[src/esa_pkg.sv]
// Shared constants and types for the error statistics accumulator.
// Used by esa_stat_unit and error_statistics_accumulator; depends on nothing.

package esa_pkg;

   // Sample, count and fraction sizes
   localparam int SAMPLE_BITS  = 20;
   localparam int COUNT_BITS   = 20;
   localparam int FRAC_BITS    = 8;

   // Derived accumulator widths
   localparam int DIFF_BITS    = SAMPLE_BITS + 1;
   localparam int SQR_BITS     = 2 * DIFF_BITS;
   localparam int ERR_SUM_BITS = DIFF_BITS + COUNT_BITS;
   localparam int SQ_SUM_BITS  = 2 * SAMPLE_BITS + COUNT_BITS + 2;

   // Result field widths
   localparam int MEAN_BITS    = 29;
   localparam int VAR_BITS     = 48;
   localparam int RMS_BITS     = 28;

   // Iterative datapath sizes
   localparam int WORK_BITS    = SQ_SUM_BITS + 2 * FRAC_BITS;
   localparam int QUOT_BITS    = 2 * RMS_BITS;
   localparam int PART_BITS    = RMS_BITS + 1;
   localparam int CS_BITS      = PART_BITS + 2;
   localparam int BSQ_BITS     = 2 * MEAN_BITS;
   localparam int B2_BITS      = BSQ_BITS - FRAC_BITS;
   localparam int STEP_BITS    = 7;

   localparam int MEAN_STEPS   = ERR_SUM_BITS + FRAC_BITS;
   localparam int MSQ_STEPS    = WORK_BITS;
   localparam int ROOT_STEPS   = RMS_BITS;

   localparam logic [STEP_BITS-1:0] MEAN_LAST = STEP_BITS'(MEAN_STEPS - 1);
   localparam logic [STEP_BITS-1:0] MSQ_LAST  = STEP_BITS'(MSQ_STEPS - 1);
   localparam logic [STEP_BITS-1:0] ROOT_LAST = STEP_BITS'(ROOT_STEPS - 1);

   localparam logic [COUNT_BITS-1:0] COUNT_MAX = '1;

   // Mean bias saturation limits (magnitude)
   localparam logic [QUOT_BITS-1:0] MEAN_POS_LIMIT =
      QUOT_BITS'((64'd1 << (MEAN_BITS - 1)) - 64'd1);
   localparam logic [QUOT_BITS-1:0] MEAN_NEG_LIMIT =
      QUOT_BITS'(64'd1 << (MEAN_BITS - 1));

   // Statistics handed from the iterative unit to the top level
   typedef struct packed {
      logic signed [MEAN_BITS-1:0] mean_bias;
      logic [VAR_BITS-1:0]         variance;
      logic [RMS_BITS-1:0]         rms_error;
   } esa_result_type;

endpackage

[src/esa_stat_unit.sv]
// Iterative statistics unit: bit-serial divider and digit-by-digit square root
// that share one compare-subtract. Depends on esa_pkg.

module esa_stat_unit (
   input  logic                                    clock,
   input  logic                                    reset,
   input  logic                                    start,
   input  logic signed [esa_pkg::ERR_SUM_BITS-1:0] error_sum,
   input  logic [esa_pkg::SQ_SUM_BITS-1:0]         squared_error_sum,
   input  logic [esa_pkg::COUNT_BITS-1:0]          sample_count,
   output logic                                    done,
   output esa_pkg::esa_result_type                 result
);

   typedef enum logic [6:0] {
      U_IDLE = 7'b0000001,
      U_MEAN = 7'b0000010,
      U_MSQ  = 7'b0000100,
      U_BIAS = 7'b0001000,
      U_VAR  = 7'b0010000,
      U_ROOT = 7'b0100000,
      U_DONE = 7'b1000000
   } unit_state_type;

   unit_state_type                         state_ff, state_in;
   logic [esa_pkg::STEP_BITS-1:0]          step_ff, step_in;
   logic [esa_pkg::WORK_BITS-1:0]          work_ff, work_in;
   logic [esa_pkg::PART_BITS-1:0]          part_ff, part_in;
   logic [esa_pkg::QUOT_BITS-1:0]          quot_ff, quot_in;
   logic                                   neg_ff, neg_in;
   logic                                   zero_ff, zero_in;
   logic signed [esa_pkg::MEAN_BITS-1:0]   mean_ff, mean_in;
   logic [esa_pkg::VAR_BITS-1:0]           msq_ff, msq_in;
   logic [esa_pkg::BSQ_BITS-1:0]           bsq_ff, bsq_in;
   logic [esa_pkg::VAR_BITS-1:0]           var_ff, var_in;

   logic [esa_pkg::CS_BITS-1:0]            cs_a, cs_b;
   logic [esa_pkg::CS_BITS:0]              cs_diff;
   logic                                   cs_ge;
   logic [esa_pkg::PART_BITS-1:0]          part_div_next, part_root_next;
   logic [esa_pkg::QUOT_BITS-1:0]          quot_next;
   logic [esa_pkg::ERR_SUM_BITS-1:0]       err_bits, err_mag;
   logic [esa_pkg::MEAN_BITS-1:0]          mean_mag, bias_mag;
   logic [esa_pkg::B2_BITS-1:0]            b2, msq_ext, var_diff;

   // Shared compare-subtract: divider step or square root step
   always_comb begin
      if (state_ff == U_ROOT) begin
         cs_a = {part_ff, work_ff[esa_pkg::WORK_BITS-1 -: 2]};
         cs_b = {1'b0, quot_ff[esa_pkg::RMS_BITS-1:0], 2'b01};
      end else begin
         cs_a = {{(esa_pkg::CS_BITS-esa_pkg::COUNT_BITS-1){1'b0}},
                 part_ff[esa_pkg::COUNT_BITS-1:0], work_ff[esa_pkg::WORK_BITS-1]};
         cs_b = {{(esa_pkg::CS_BITS-esa_pkg::COUNT_BITS){1'b0}}, sample_count};
      end
      cs_diff = {1'b0, cs_a} - {1'b0, cs_b};
      cs_ge   = ~cs_diff[esa_pkg::CS_BITS];
   end

   // Next partial remainder and quotient / root bits
   always_comb begin
      part_div_next  = {{(esa_pkg::PART_BITS-esa_pkg::COUNT_BITS){1'b0}},
                        cs_ge ? cs_diff[esa_pkg::COUNT_BITS-1:0]
                              : cs_a[esa_pkg::COUNT_BITS-1:0]};
      part_root_next = cs_ge ? cs_diff[esa_pkg::PART_BITS-1:0]
                             : cs_a[esa_pkg::PART_BITS-1:0];
      quot_next      = {quot_ff[esa_pkg::QUOT_BITS-2:0], cs_ge};
   end

   // Magnitude of the error sum, signed and clamped mean, bias square term
   always_comb begin
      err_bits = error_sum;
      err_mag  = err_bits[esa_pkg::ERR_SUM_BITS-1] ? (~err_bits + 1'b1) : err_bits;

      if (neg_ff) begin
         mean_mag = (quot_next > esa_pkg::MEAN_NEG_LIMIT)
                    ? esa_pkg::MEAN_NEG_LIMIT[esa_pkg::MEAN_BITS-1:0]
                    : quot_next[esa_pkg::MEAN_BITS-1:0];
      end else begin
         mean_mag = (quot_next > esa_pkg::MEAN_POS_LIMIT)
                    ? esa_pkg::MEAN_POS_LIMIT[esa_pkg::MEAN_BITS-1:0]
                    : quot_next[esa_pkg::MEAN_BITS-1:0];
      end

      bias_mag = mean_ff[esa_pkg::MEAN_BITS-1] ? (~mean_ff + 1'b1) : mean_ff;
      b2       = bsq_ff[esa_pkg::BSQ_BITS-1:esa_pkg::FRAC_BITS];
      msq_ext  = {{(esa_pkg::B2_BITS-esa_pkg::VAR_BITS){1'b0}}, msq_ff};
      var_diff = msq_ext - b2;
   end

   // Sequencer: mean divide, mean-square divide, bias square, variance, root
   always_comb begin
      state_in = state_ff;
      step_in  = step_ff;
      work_in  = work_ff;
      part_in  = part_ff;
      quot_in  = quot_ff;
      neg_in   = neg_ff;
      zero_in  = zero_ff;
      mean_in  = mean_ff;
      msq_in   = msq_ff;
      bsq_in   = bsq_ff;
      var_in   = var_ff;
      done     = 1'b0;

      unique case (state_ff)
         U_IDLE: begin
            if (start) begin
               work_in  = {err_mag, {(esa_pkg::WORK_BITS-esa_pkg::ERR_SUM_BITS){1'b0}}};
               part_in  = '0;
               quot_in  = '0;
               step_in  = esa_pkg::MEAN_LAST;
               neg_in   = err_bits[esa_pkg::ERR_SUM_BITS-1];
               zero_in  = (sample_count == '0);
               state_in = U_MEAN;
            end
         end
         U_MEAN: begin
            work_in = {work_ff[esa_pkg::WORK_BITS-2:0], 1'b0};
            part_in = part_div_next;
            quot_in = quot_next;
            step_in = step_ff - 1'b1;
            if (step_ff == '0) begin
               mean_in  = neg_ff ? -$signed(mean_mag) : $signed(mean_mag);
               work_in  = {squared_error_sum, {(2*esa_pkg::FRAC_BITS){1'b0}}};
               part_in  = '0;
               quot_in  = '0;
               step_in  = esa_pkg::MSQ_LAST;
               state_in = U_MSQ;
            end
         end
         U_MSQ: begin
            work_in = {work_ff[esa_pkg::WORK_BITS-2:0], 1'b0};
            part_in = part_div_next;
            quot_in = quot_next;
            step_in = step_ff - 1'b1;
            if (step_ff == '0) begin
               msq_in   = quot_next[esa_pkg::QUOT_BITS-1:esa_pkg::FRAC_BITS];
               work_in  = {quot_next, {(esa_pkg::WORK_BITS-esa_pkg::QUOT_BITS){1'b0}}};
               state_in = U_BIAS;
            end
         end
         U_BIAS: begin
            bsq_in   = bias_mag * bias_mag;
            state_in = U_VAR;
         end
         U_VAR: begin
            // clamp a negative variance to zero
            var_in   = (msq_ext > b2) ? var_diff[esa_pkg::VAR_BITS-1:0] : '0;
            part_in  = '0;
            quot_in  = '0;
            step_in  = esa_pkg::ROOT_LAST;
            state_in = U_ROOT;
         end
         U_ROOT: begin
            work_in = {work_ff[esa_pkg::WORK_BITS-3:0], 2'b00};
            part_in = part_root_next;
            quot_in = quot_next;
            step_in = step_ff - 1'b1;
            if (step_ff == '0) begin
               state_in = U_DONE;
            end
         end
         U_DONE: begin
            done     = 1'b1;
            state_in = U_IDLE;
         end
         default: begin
            state_in = U_IDLE;
         end
      endcase
   end

   // Hold results until the next start; an empty count reports zeros
   always_comb begin
      result.mean_bias = zero_ff ? '0 : mean_ff;
      result.variance  = zero_ff ? '0 : var_ff;
      result.rms_error = zero_ff ? '0 : quot_ff[esa_pkg::RMS_BITS-1:0];
   end

   // Control state
   always_ff @(posedge clock) begin
      if (reset) begin
         state_ff <= U_IDLE;
      end else begin
         state_ff <= state_in;
      end
   end

   // Datapath registers
   always_ff @(posedge clock) begin
      step_ff <= step_in;
      work_ff <= work_in;
      part_ff <= part_in;
      quot_ff <= quot_in;
      neg_ff  <= neg_in;
      zero_ff <= zero_in;
      mean_ff <= mean_in;
      msq_ff  <= msq_in;
      bsq_ff  <= bsq_in;
      var_ff  <= var_in;
   end

endmodule

[src/error_statistics_accumulator.sv]
// Error statistics accumulator: running error sums, count and result register.
// Depends on esa_pkg and esa_stat_unit.
//
//   channel  direction  handshake           payload
//   req_     in         req_valid/req_stall  estimate, truth, first
//   rsp_     out        rsp_valid/rsp_stall  sample_count, mean_bias, variance,
//                                            rms_error, count_full
//
// A response is valid after its request has run through the bit-serial divider (49 steps
// for the mean, 78 for the mean square) and the 28-step square root on one 31-bit
// compare-subtract; the next request can be taken once the response is loaded.
// req_stall is high from acceptance until the response is loaded into the
// output register; a stalled response holds while the next request is taken.
// Reset clears the sums and the count at once; there is no clearing pass.

module error_statistics_accumulator (
   input  logic                                   clock,
   input  logic                                   reset,
   input  logic                                   req_valid,
   output logic                                   req_stall,
   input  logic signed [esa_pkg::SAMPLE_BITS-1:0] req_estimate,
   input  logic signed [esa_pkg::SAMPLE_BITS-1:0] req_truth,
   input  logic                                   req_first,
   output logic                                   rsp_valid,
   input  logic                                   rsp_stall,
   output logic [esa_pkg::COUNT_BITS-1:0]         rsp_sample_count,
   output logic signed [esa_pkg::MEAN_BITS-1:0]   rsp_mean_bias,
   output logic [esa_pkg::VAR_BITS-1:0]           rsp_variance,
   output logic [esa_pkg::RMS_BITS-1:0]           rsp_rms_error,
   output logic                                   rsp_count_full
);

   typedef enum logic [5:0] {
      ST_IDLE   = 6'b000001,
      ST_SQUARE = 6'b000010,
      ST_ADD    = 6'b000100,
      ST_LAUNCH = 6'b001000,
      ST_WAIT   = 6'b010000,
      ST_LOAD   = 6'b100000
   } acc_state_type;

   acc_state_type                             state_ff, state_in;
   logic signed [esa_pkg::ERR_SUM_BITS-1:0]   err_sum_ff, err_sum_in;
   logic [esa_pkg::SQ_SUM_BITS-1:0]           sq_sum_ff, sq_sum_in;
   logic [esa_pkg::COUNT_BITS-1:0]            count_ff, count_in;
   logic [esa_pkg::DIFF_BITS-1:0]             diff_ff;
   logic [esa_pkg::SQR_BITS-1:0]              sqr_ff;
   logic                                      full_ff;
   logic                                      rsp_valid_ff, rsp_valid_in;

   logic                                      accept;
   logic                                      load_fire;
   logic [esa_pkg::DIFF_BITS-1:0]             diff_in;
   logic [esa_pkg::DIFF_BITS-1:0]             diff_mag;
   logic                                      unit_done;
   esa_pkg::esa_result_type                   unit_result;

   assign accept    = req_valid && (state_ff == ST_IDLE);
   assign load_fire = (state_ff == ST_LOAD) && (!rsp_valid_ff || !rsp_stall);
   assign req_stall = (state_ff != ST_IDLE);
   assign rsp_valid = rsp_valid_ff;

   // Error and its magnitude
   assign diff_in  = {req_estimate[esa_pkg::SAMPLE_BITS-1], req_estimate}
                   - {req_truth[esa_pkg::SAMPLE_BITS-1], req_truth};
   assign diff_mag = diff_ff[esa_pkg::DIFF_BITS-1] ? (~diff_ff + 1'b1) : diff_ff;

   // Sequence: square, add, run the statistics unit, load the response
   always_comb begin
      state_in   = state_ff;
      err_sum_in = err_sum_ff;
      sq_sum_in  = sq_sum_ff;
      count_in   = count_ff;

      unique case (state_ff)
         ST_IDLE: begin
            if (req_valid) begin
               if (req_first) begin
                  err_sum_in = '0;
                  sq_sum_in  = '0;
                  count_in   = '0;
               end
               state_in = ST_SQUARE;
            end
         end
         ST_SQUARE: begin
            state_in = ST_ADD;
         end
         ST_ADD: begin
            // drop the sample when the count is saturated
            if (!full_ff) begin
               err_sum_in = err_sum_ff
                  + {{(esa_pkg::ERR_SUM_BITS-esa_pkg::DIFF_BITS){diff_ff[esa_pkg::DIFF_BITS-1]}},
                     diff_ff};
               sq_sum_in  = sq_sum_ff
                  + {{(esa_pkg::SQ_SUM_BITS-esa_pkg::SQR_BITS){1'b0}}, sqr_ff};
               count_in   = count_ff + 1'b1;
            end
            state_in = ST_LAUNCH;
         end
         ST_LAUNCH: begin
            state_in = ST_WAIT;
         end
         ST_WAIT: begin
            if (unit_done) begin
               state_in = ST_LOAD;
            end
         end
         ST_LOAD: begin
            if (load_fire) begin
               state_in = ST_IDLE;
            end
         end
         default: begin
            state_in = ST_IDLE;
         end
      endcase

      rsp_valid_in = load_fire || (rsp_valid_ff && rsp_stall);
   end

   esa_stat_unit u_stat (
      .clock             (clock),
      .reset             (reset),
      .start             (state_ff == ST_LAUNCH),
      .error_sum         (err_sum_ff),
      .squared_error_sum (sq_sum_ff),
      .sample_count      (count_ff),
      .done              (unit_done),
      .result            (unit_result)
   );

   // Control state and accumulators
   always_ff @(posedge clock) begin
      if (reset) begin
         state_ff     <= ST_IDLE;
         err_sum_ff   <= '0;
         sq_sum_ff    <= '0;
         count_ff     <= '0;
         rsp_valid_ff <= 1'b0;
      end else begin
         state_ff     <= state_in;
         err_sum_ff   <= err_sum_in;
         sq_sum_ff    <= sq_sum_in;
         count_ff     <= count_in;
         rsp_valid_ff <= rsp_valid_in;
      end
   end

   // Capture the request, square the error, load the response
   always_ff @(posedge clock) begin
      if (accept) begin
         diff_ff <= diff_in;
         full_ff <= !req_first && (count_ff == esa_pkg::COUNT_MAX);
      end
      if (state_ff == ST_SQUARE) begin
         sqr_ff <= diff_mag * diff_mag;
      end
      if (load_fire) begin
         rsp_sample_count <= count_ff;
         rsp_mean_bias    <= unit_result.mean_bias;
         rsp_variance     <= unit_result.variance;
         rsp_rms_error    <= unit_result.rms_error;
         rsp_count_full   <= full_ff;
      end
   end

endmodule

[config.mk]
export PLATFORM = sky130hd
export DESIGN_NAME = error_statistics_accumulator
export DESIGN_NICKNAME = d
export VERILOG_FILES = /design/src/esa_pkg.sv /design/src/esa_stat_unit.sv /design/src/error_statistics_accumulator.sv
export SDC_FILE = /design/constraint.sdc
export NUM_CORES = 2
export LEC_CHECK = 0
export BUFFER_PORTS_ARGS = -buffer_cell sky130_fd_sc_hd__buf_2
export CAP_MARGIN = 20
export CELL_PAD_IN_SITES_DETAIL_PLACEMENT = 1
export CELL_PAD_IN_SITES_GLOBAL_PLACEMENT = 1
export CORE_MARGIN = 3
export CORE_UTILIZATION = 52
export DETAILED_ROUTE_END_ITERATION = 10
export GPL_ROUTABILITY_DRIVEN = 0
export GPL_TIMING_DRIVEN = 0
export PLACE_DENSITY = 0.84
export SYNTH_ARGS = -nofsm -noshare
export SYNTH_HDL_FRONTEND = slang
export SYNTH_SLANG_ARGS = --single-unit
[constraint.sdc]
create_clock -name clock -period 13.3 [get_ports clock]
set_clock_uncertainty 0.1 [all_clocks]
set_input_delay 1.995 -clock clock [delete_from_list [all_inputs] [get_ports clock]]
set_output_delay 1.995 -clock clock [all_outputs]
set_load 0.02 [all_outputs]
-- Word-level counts from Yosys, hierarchy flattened
Cells that the tools add are included.
W data, S select, Z words.
- flip-flop bits (word level): 681
- RAM bits: 0
- ROM bits: 0
- output and inout bits: 128
- logic and storage cells: 139
- memories kept: 0
- latch bits: 0
- input port bits: 45
- equality and inequality tests: 24
- div/mod/pow operators: 0
- multiplexer cells: 46
- $lt $le $gt $ge: 3
- bitwise operators: 4
- shifts and indexed selects: 0
- reductions and logical operators: 25
- $mul: 2
- $add $sub $neg: 11
- operator list (cell ; number):
    $pmux W78 S4 ; 1
    $mux W78 ; 3
    $pmux W55 S4 ; 1
    $mux W29 ; 7
    $mux W62 ; 3
    $mux W41 ; 4
    $pmux W29 S5 ; 1
    $pmux W62 S2 ; 1
    $mux W55 ; 2
    $mux W20 ; 5
    $pmux W41 S2 ; 1
    $add A62 B42 Y62 ; 1
    $mul A29 B29 Y58 ; 1
    $gt A56 B28 Y1 const B ; 1
    $gt A56 B29 Y1 const B ; 1
    $gt A48 B50 Y1 ; 1
    $sub A48 B48 Y48 ; 1
    $mul A21 B21 Y42 ; 1
    $mux W7 ; 6
    $pmux W7 S6 ; 1
    $add A41 B1 Y41 const B ; 1
    $add A41 B41 Y41 ; 1
    $not A41 Y41 ; 1
    $pmux W20 S2 ; 1
    46 further kinds ; 68

-- Logic depth before layout (Yosys ltp)
- word-level depth: 9
- depth in mapped cells: 38

-- Hierarchy
A second synthesis with hierarchy kept.
- cells, all modules: 7627
- area, all modules: 72854.9 um^2
- modules (own cells, without submodules) (module ; cells each ; times used ; area an instance (um^2) ; sequential area each (um^2)):
    esa_stat_unit ; 4694 ; 1 ; 44380.1 ; 10049.6
    error_statistics_accumulator ; 2933 ; 1 ; 28474.8 ; 8277.9

-- Worst setup path after synthesis
OpenSTA, ideal clock, no wires.
- kind: reg2reg
- from: register u_stat.mean_ff[6] (netlist bit)
- to: register u_stat.bsq_ff[54] (netlist bit), data pin
- path slack: 3.283 ns
- cell stages (with the launch flop): 30
- data required time: 12.921 ns
- setup time: 0.279 ns
- arrival time: 9.638 ns
- clock period less this slack: 10.017 ns
- path buffers: 1
- cells stage by stage: edfxtp_1 -> or4_4 -> or3_1 -> or4_4 -> or4_4 -> o21ai_0 -> xnor2_1 -> inv_1 -> buf_2 -> nor2_1 -> fa_1 -> fa_1 -> fa_1 -> inv_1 -> fa_1 -> inv_1 -> fa_1 -> fa_1 -> fa_1 -> fa_1 -> ha_1 -> nand3_1 -> or2_2 -> nor4_1 -> o21a_1 -> o21ai_0 -> a21bo_2 -> o311ai_0 -> o21a_1 -> o311ai_0
- longest elaborated chain between the ends: 4
- RTL lines (what ; line ; text):
    start, declared ; esa_stat_unit.sv:32 ; logic signed [esa_pkg::MEAN_BITS-1:0] mean_ff, mean_in;
    start signal, assigned ; esa_stat_unit.sv:198 ; mean_ff <= mean_in;
    $not A29 Y29 ; esa_stat_unit.sv:85 ; bias_mag = mean_ff[esa_pkg::MEAN_BITS-1] ? (~mean_ff + 1'b1) : mean_ff;
    $add A29 B1 Y29 ; esa_stat_unit.sv:85 ;
    $mux W29 (*) ; esa_stat_unit.sv:85 ;
    $mul A29 B29 Y58 (*) ; esa_stat_unit.sv:144 ; bsq_in = bias_mag * bias_mag;
    end signal, assigned ; esa_stat_unit.sv:200 ; bsq_ff <= bsq_in;
    end, declared ; esa_stat_unit.sv:34 ; logic [esa_pkg::BSQ_BITS-1:0] bsq_ff, bsq_in;
Mark *: on every way between the ends. The rest lies on a longest branch, timed or not.
A chain may end at the register's enable or synchronous reset.

-- Final worst setup path
- from: register u_stat.mean_ff[0] (netlist bit)
- to: register u_stat.bsq_ff[54] (netlist bit), data pin
The elaborated chain is that of the path after synthesis.

==> run metrics <==
routed wire length 251000 um; Crit path largest cell delay between 0.8 and 0.9 ns; Slew HR ~17%; post-route setup TNS 0 ns; max cap viols 0; Clock Path Buffers 3; HP Start u_stat.quot_ff[25]$_DFFE_PP_; Die Width between 300 and 400 um; Worst Hold Class flop to flop; full die area between 0.1 and 0.15 mm2; delay-heaviest family, CP adder cells; GR Overflow Total 0; instance count on the critical path 34; share of layout cells above drive strength 1 under 10%; Final #Nets 9316; violated checks design-rule violations; vias in the first global route 65000; TritonCTS Buffers a little under 70; number of port buffers roughly 170; clock latency on the worst-skew pair approximately 0.66 ns; sequential share of the synthesized area about 26%; Via-to-Cell Ratio between 6 and 7; die height about 380 um; Slew @ Worst Pin 1.23 ns; Hold Vio Cnt, Final 0; std cell rows between 100 and 150; Slowest cell on crit path o311ai_0; DRC Markers 22; synthesized instance count 7415; Post-synth EDFFs 519; number of synthesized register bits 656; Area Overhead vs Synth 8.37%; io pins 173; Worst R2R Path Depth 34; Critical Path End Type flop; critical path launch point u_stat.mean_ff[0]$_DFFE_PP_; initial antenna violation count 9; clk slew on worst S/H paths ~0.070 ns; mapped cell area 0.0716 mm2; Initial Util between 50% and 60%; GRT Overall Usage a little over a third; Root Buffer Master clkbuf_16; HPWL Detailed roughly 200000 um; Worst EP arrival between 10 and 15 ns; CTS tree yes; max frequency roughly 77 MHz; Fillers about 15000; CP most frequent cell fa_1; Tmin final 12.94 ns; Post-synth top flop edfxtp_1; CP Class flop to flop; largest net degree at the start of global routing 63; Ys Warns 0; hold_buf cts 0; RSZ-0062 raised after global routing false; Post-Syn Area per Cell 9.65 um2; H-tree depth 3; total core area 0.136 mm2; RR Startpoint u_stat.mean_ff[0]$_DFFE_PP_; Buf/Inv on CP 9; # clock sinks 656; Worst setup SP type flop; drt wl/cell 26.3 um; vias slightly below 60000; most common cell after layout, fill and taps aside inv_1; Final ANT Viol Nets 0; asr flop ratio synth 0%; fin. max-slew vios 0; # setup viols final 0; largest fanout on the critical path 10; Starting DRT DRC Count ~5100; first-pass GRT wire length 382000 um; most frequent cells in the layout inv_1, fa_1, nand2_1; Synth cell types 92; fin crit share between 90% and 100%; Pre-Repair DR Iteration Count 11; Critical Path RT 13.57 ns; hold path cells 0; status finished with violations
[cells by family (layout without fill, tap and decap cells)]
group	count (synthesis)	in the layout	synth area share, %
simple gates	2026	2026	12.9
other cells	2	46	0.0105
flops	656	656	25.6
xor+xnor	374	374	4.60
buf+inv	1656	1979	8.73
compound gates	1125	1125	10.5
mux	25	25	0.350
fa+ha+maj	1551	1551	37.3
[worst paths after layout]
path | endpoint | slack [ns]
worst max-delay path | u_stat.bsq_ff[54]$_DFFE_PP_ | 0.36
worst min register to register | u_stat.msq_ff[18]$_DFFE_PP_ | 0.34
worst min-delay path | u_stat.msq_ff[18]$_DFFE_PP_ | 0.34
worst max register to register | u_stat.bsq_ff[54]$_DFFE_PP_ | 0.36
[synth_stat cells (all sizes together), types with 34 or more instances]
library cell / count / area (um2)
o21ai: 187 / 940
o21a: 45 / 338
a22oi: 54 / 405
a31oi: 71 / 444
dfxtp: 137 / 2740
or3: 35 / 219
a21oi: 296 / 1480
o31ai: 34 / 269
a222oi: 60 / 601
nand3: 76 / 380
nor4: 36 / 231
and3: 48 / 300
inv: 1405 / 5270
xnor2: 231 / 2020
a211oi: 39 / 298
nor2b: 134 / 838
and2: 95 / 594
a21o: 150 / 1130
clkbuf: 212 / 796
fa: 974 / 19500
edfxtp: 519 / 15600
nor3: 66 / 330
nand2: 702 / 2640
ha: 577 / 7220
nor2: 673 / 2530
nand2b: 44 / 283
xor2: 143 / 1270
[sequential cells by signal (all words and copies together) (netlist names), 6 cells and up]
register and cells:
count_ff 20, diff_ff 21, err_sum_ff 41, rsp_mean_bias 29, rsp_rms_error 28, rsp_sample_count 20
rsp_variance 48, sq_sum_ff 62, sqr_ff 41, state_ff 6, u_stat.bsq_ff 50, u_stat.mean_ff 29
u_stat.msq_ff 48, u_stat.part_ff 29, u_stat.quot_ff 55, u_stat.state_ff 7, u_stat.step_ff 7, u_stat.var_ff 48
u_stat.work_ff 62
[per-layer routing]
layer / routed length (um) / track usage, % / up-vias / share of wire (%)
li1: - / - / 24700 / -
met1: 87900 / 39.7 / 29200 / 35
met2: 121000 / 60.1 / 2951 / 48
met3: 22500 / 8.57 / 1099 / 8.9
met4: 19900 / 23.5 / 4 / 7.9
met5: 27 / 0 / - / 0.011
[cell type report]
| cell class | count | area [um2] | area share, % |
|---|---|---|---|
| Inverter | 1419 | 5330 | 6.87 |
| Sequential cell | 656 | 18300 | 23.6 |
| Buffer | 237 | 923 | 1.19 |
| Clock buffer | 83 | 1810 | 2.33 |
| Tap cell | 1781 | 2230 | 2.87 |
| Timing Repair Buffer | 200 | 1230 | 1.58 |
| Antenna cell | 9 | 22.5 | 0.0290 |
| Multi-Input combinational cell | 5138 | 47300 | 61.0 |
| Clock inverter | 40 | 404 | 0.521 |
[stage by stage]
step | area, um2 | cells | utilization, % | hold slack (ns) | worst slack, ns
2_1_floorplan | 71700 | 7450 | - | 0.324 | 3.28
6_report | 77600 | 9563 | 57.0 | 0.345 | 0.356
4_1_cts | 77500 | 9551 | 56.9 | 0.349 | 0.512
5_1_grt | 77500 | 9554 | 57.0 | 0.353 | 0.121
3_3_place_gp | 74800 | 9403 | 54.9 | 0.330 | 0.657
3_5_place_dp | 75300 | 9428 | 55.3 | 0.338 | 0.659
[what timing repair did]
action	4_1_cts	5_1_grt
endpoints found under the setup margin	0	3
gates resized for setup	0	1
buffers inserted	0	0
Power is not shown: default switching activity piles up to over one toggle a cycle in this logic, so the estimate is an artifact.
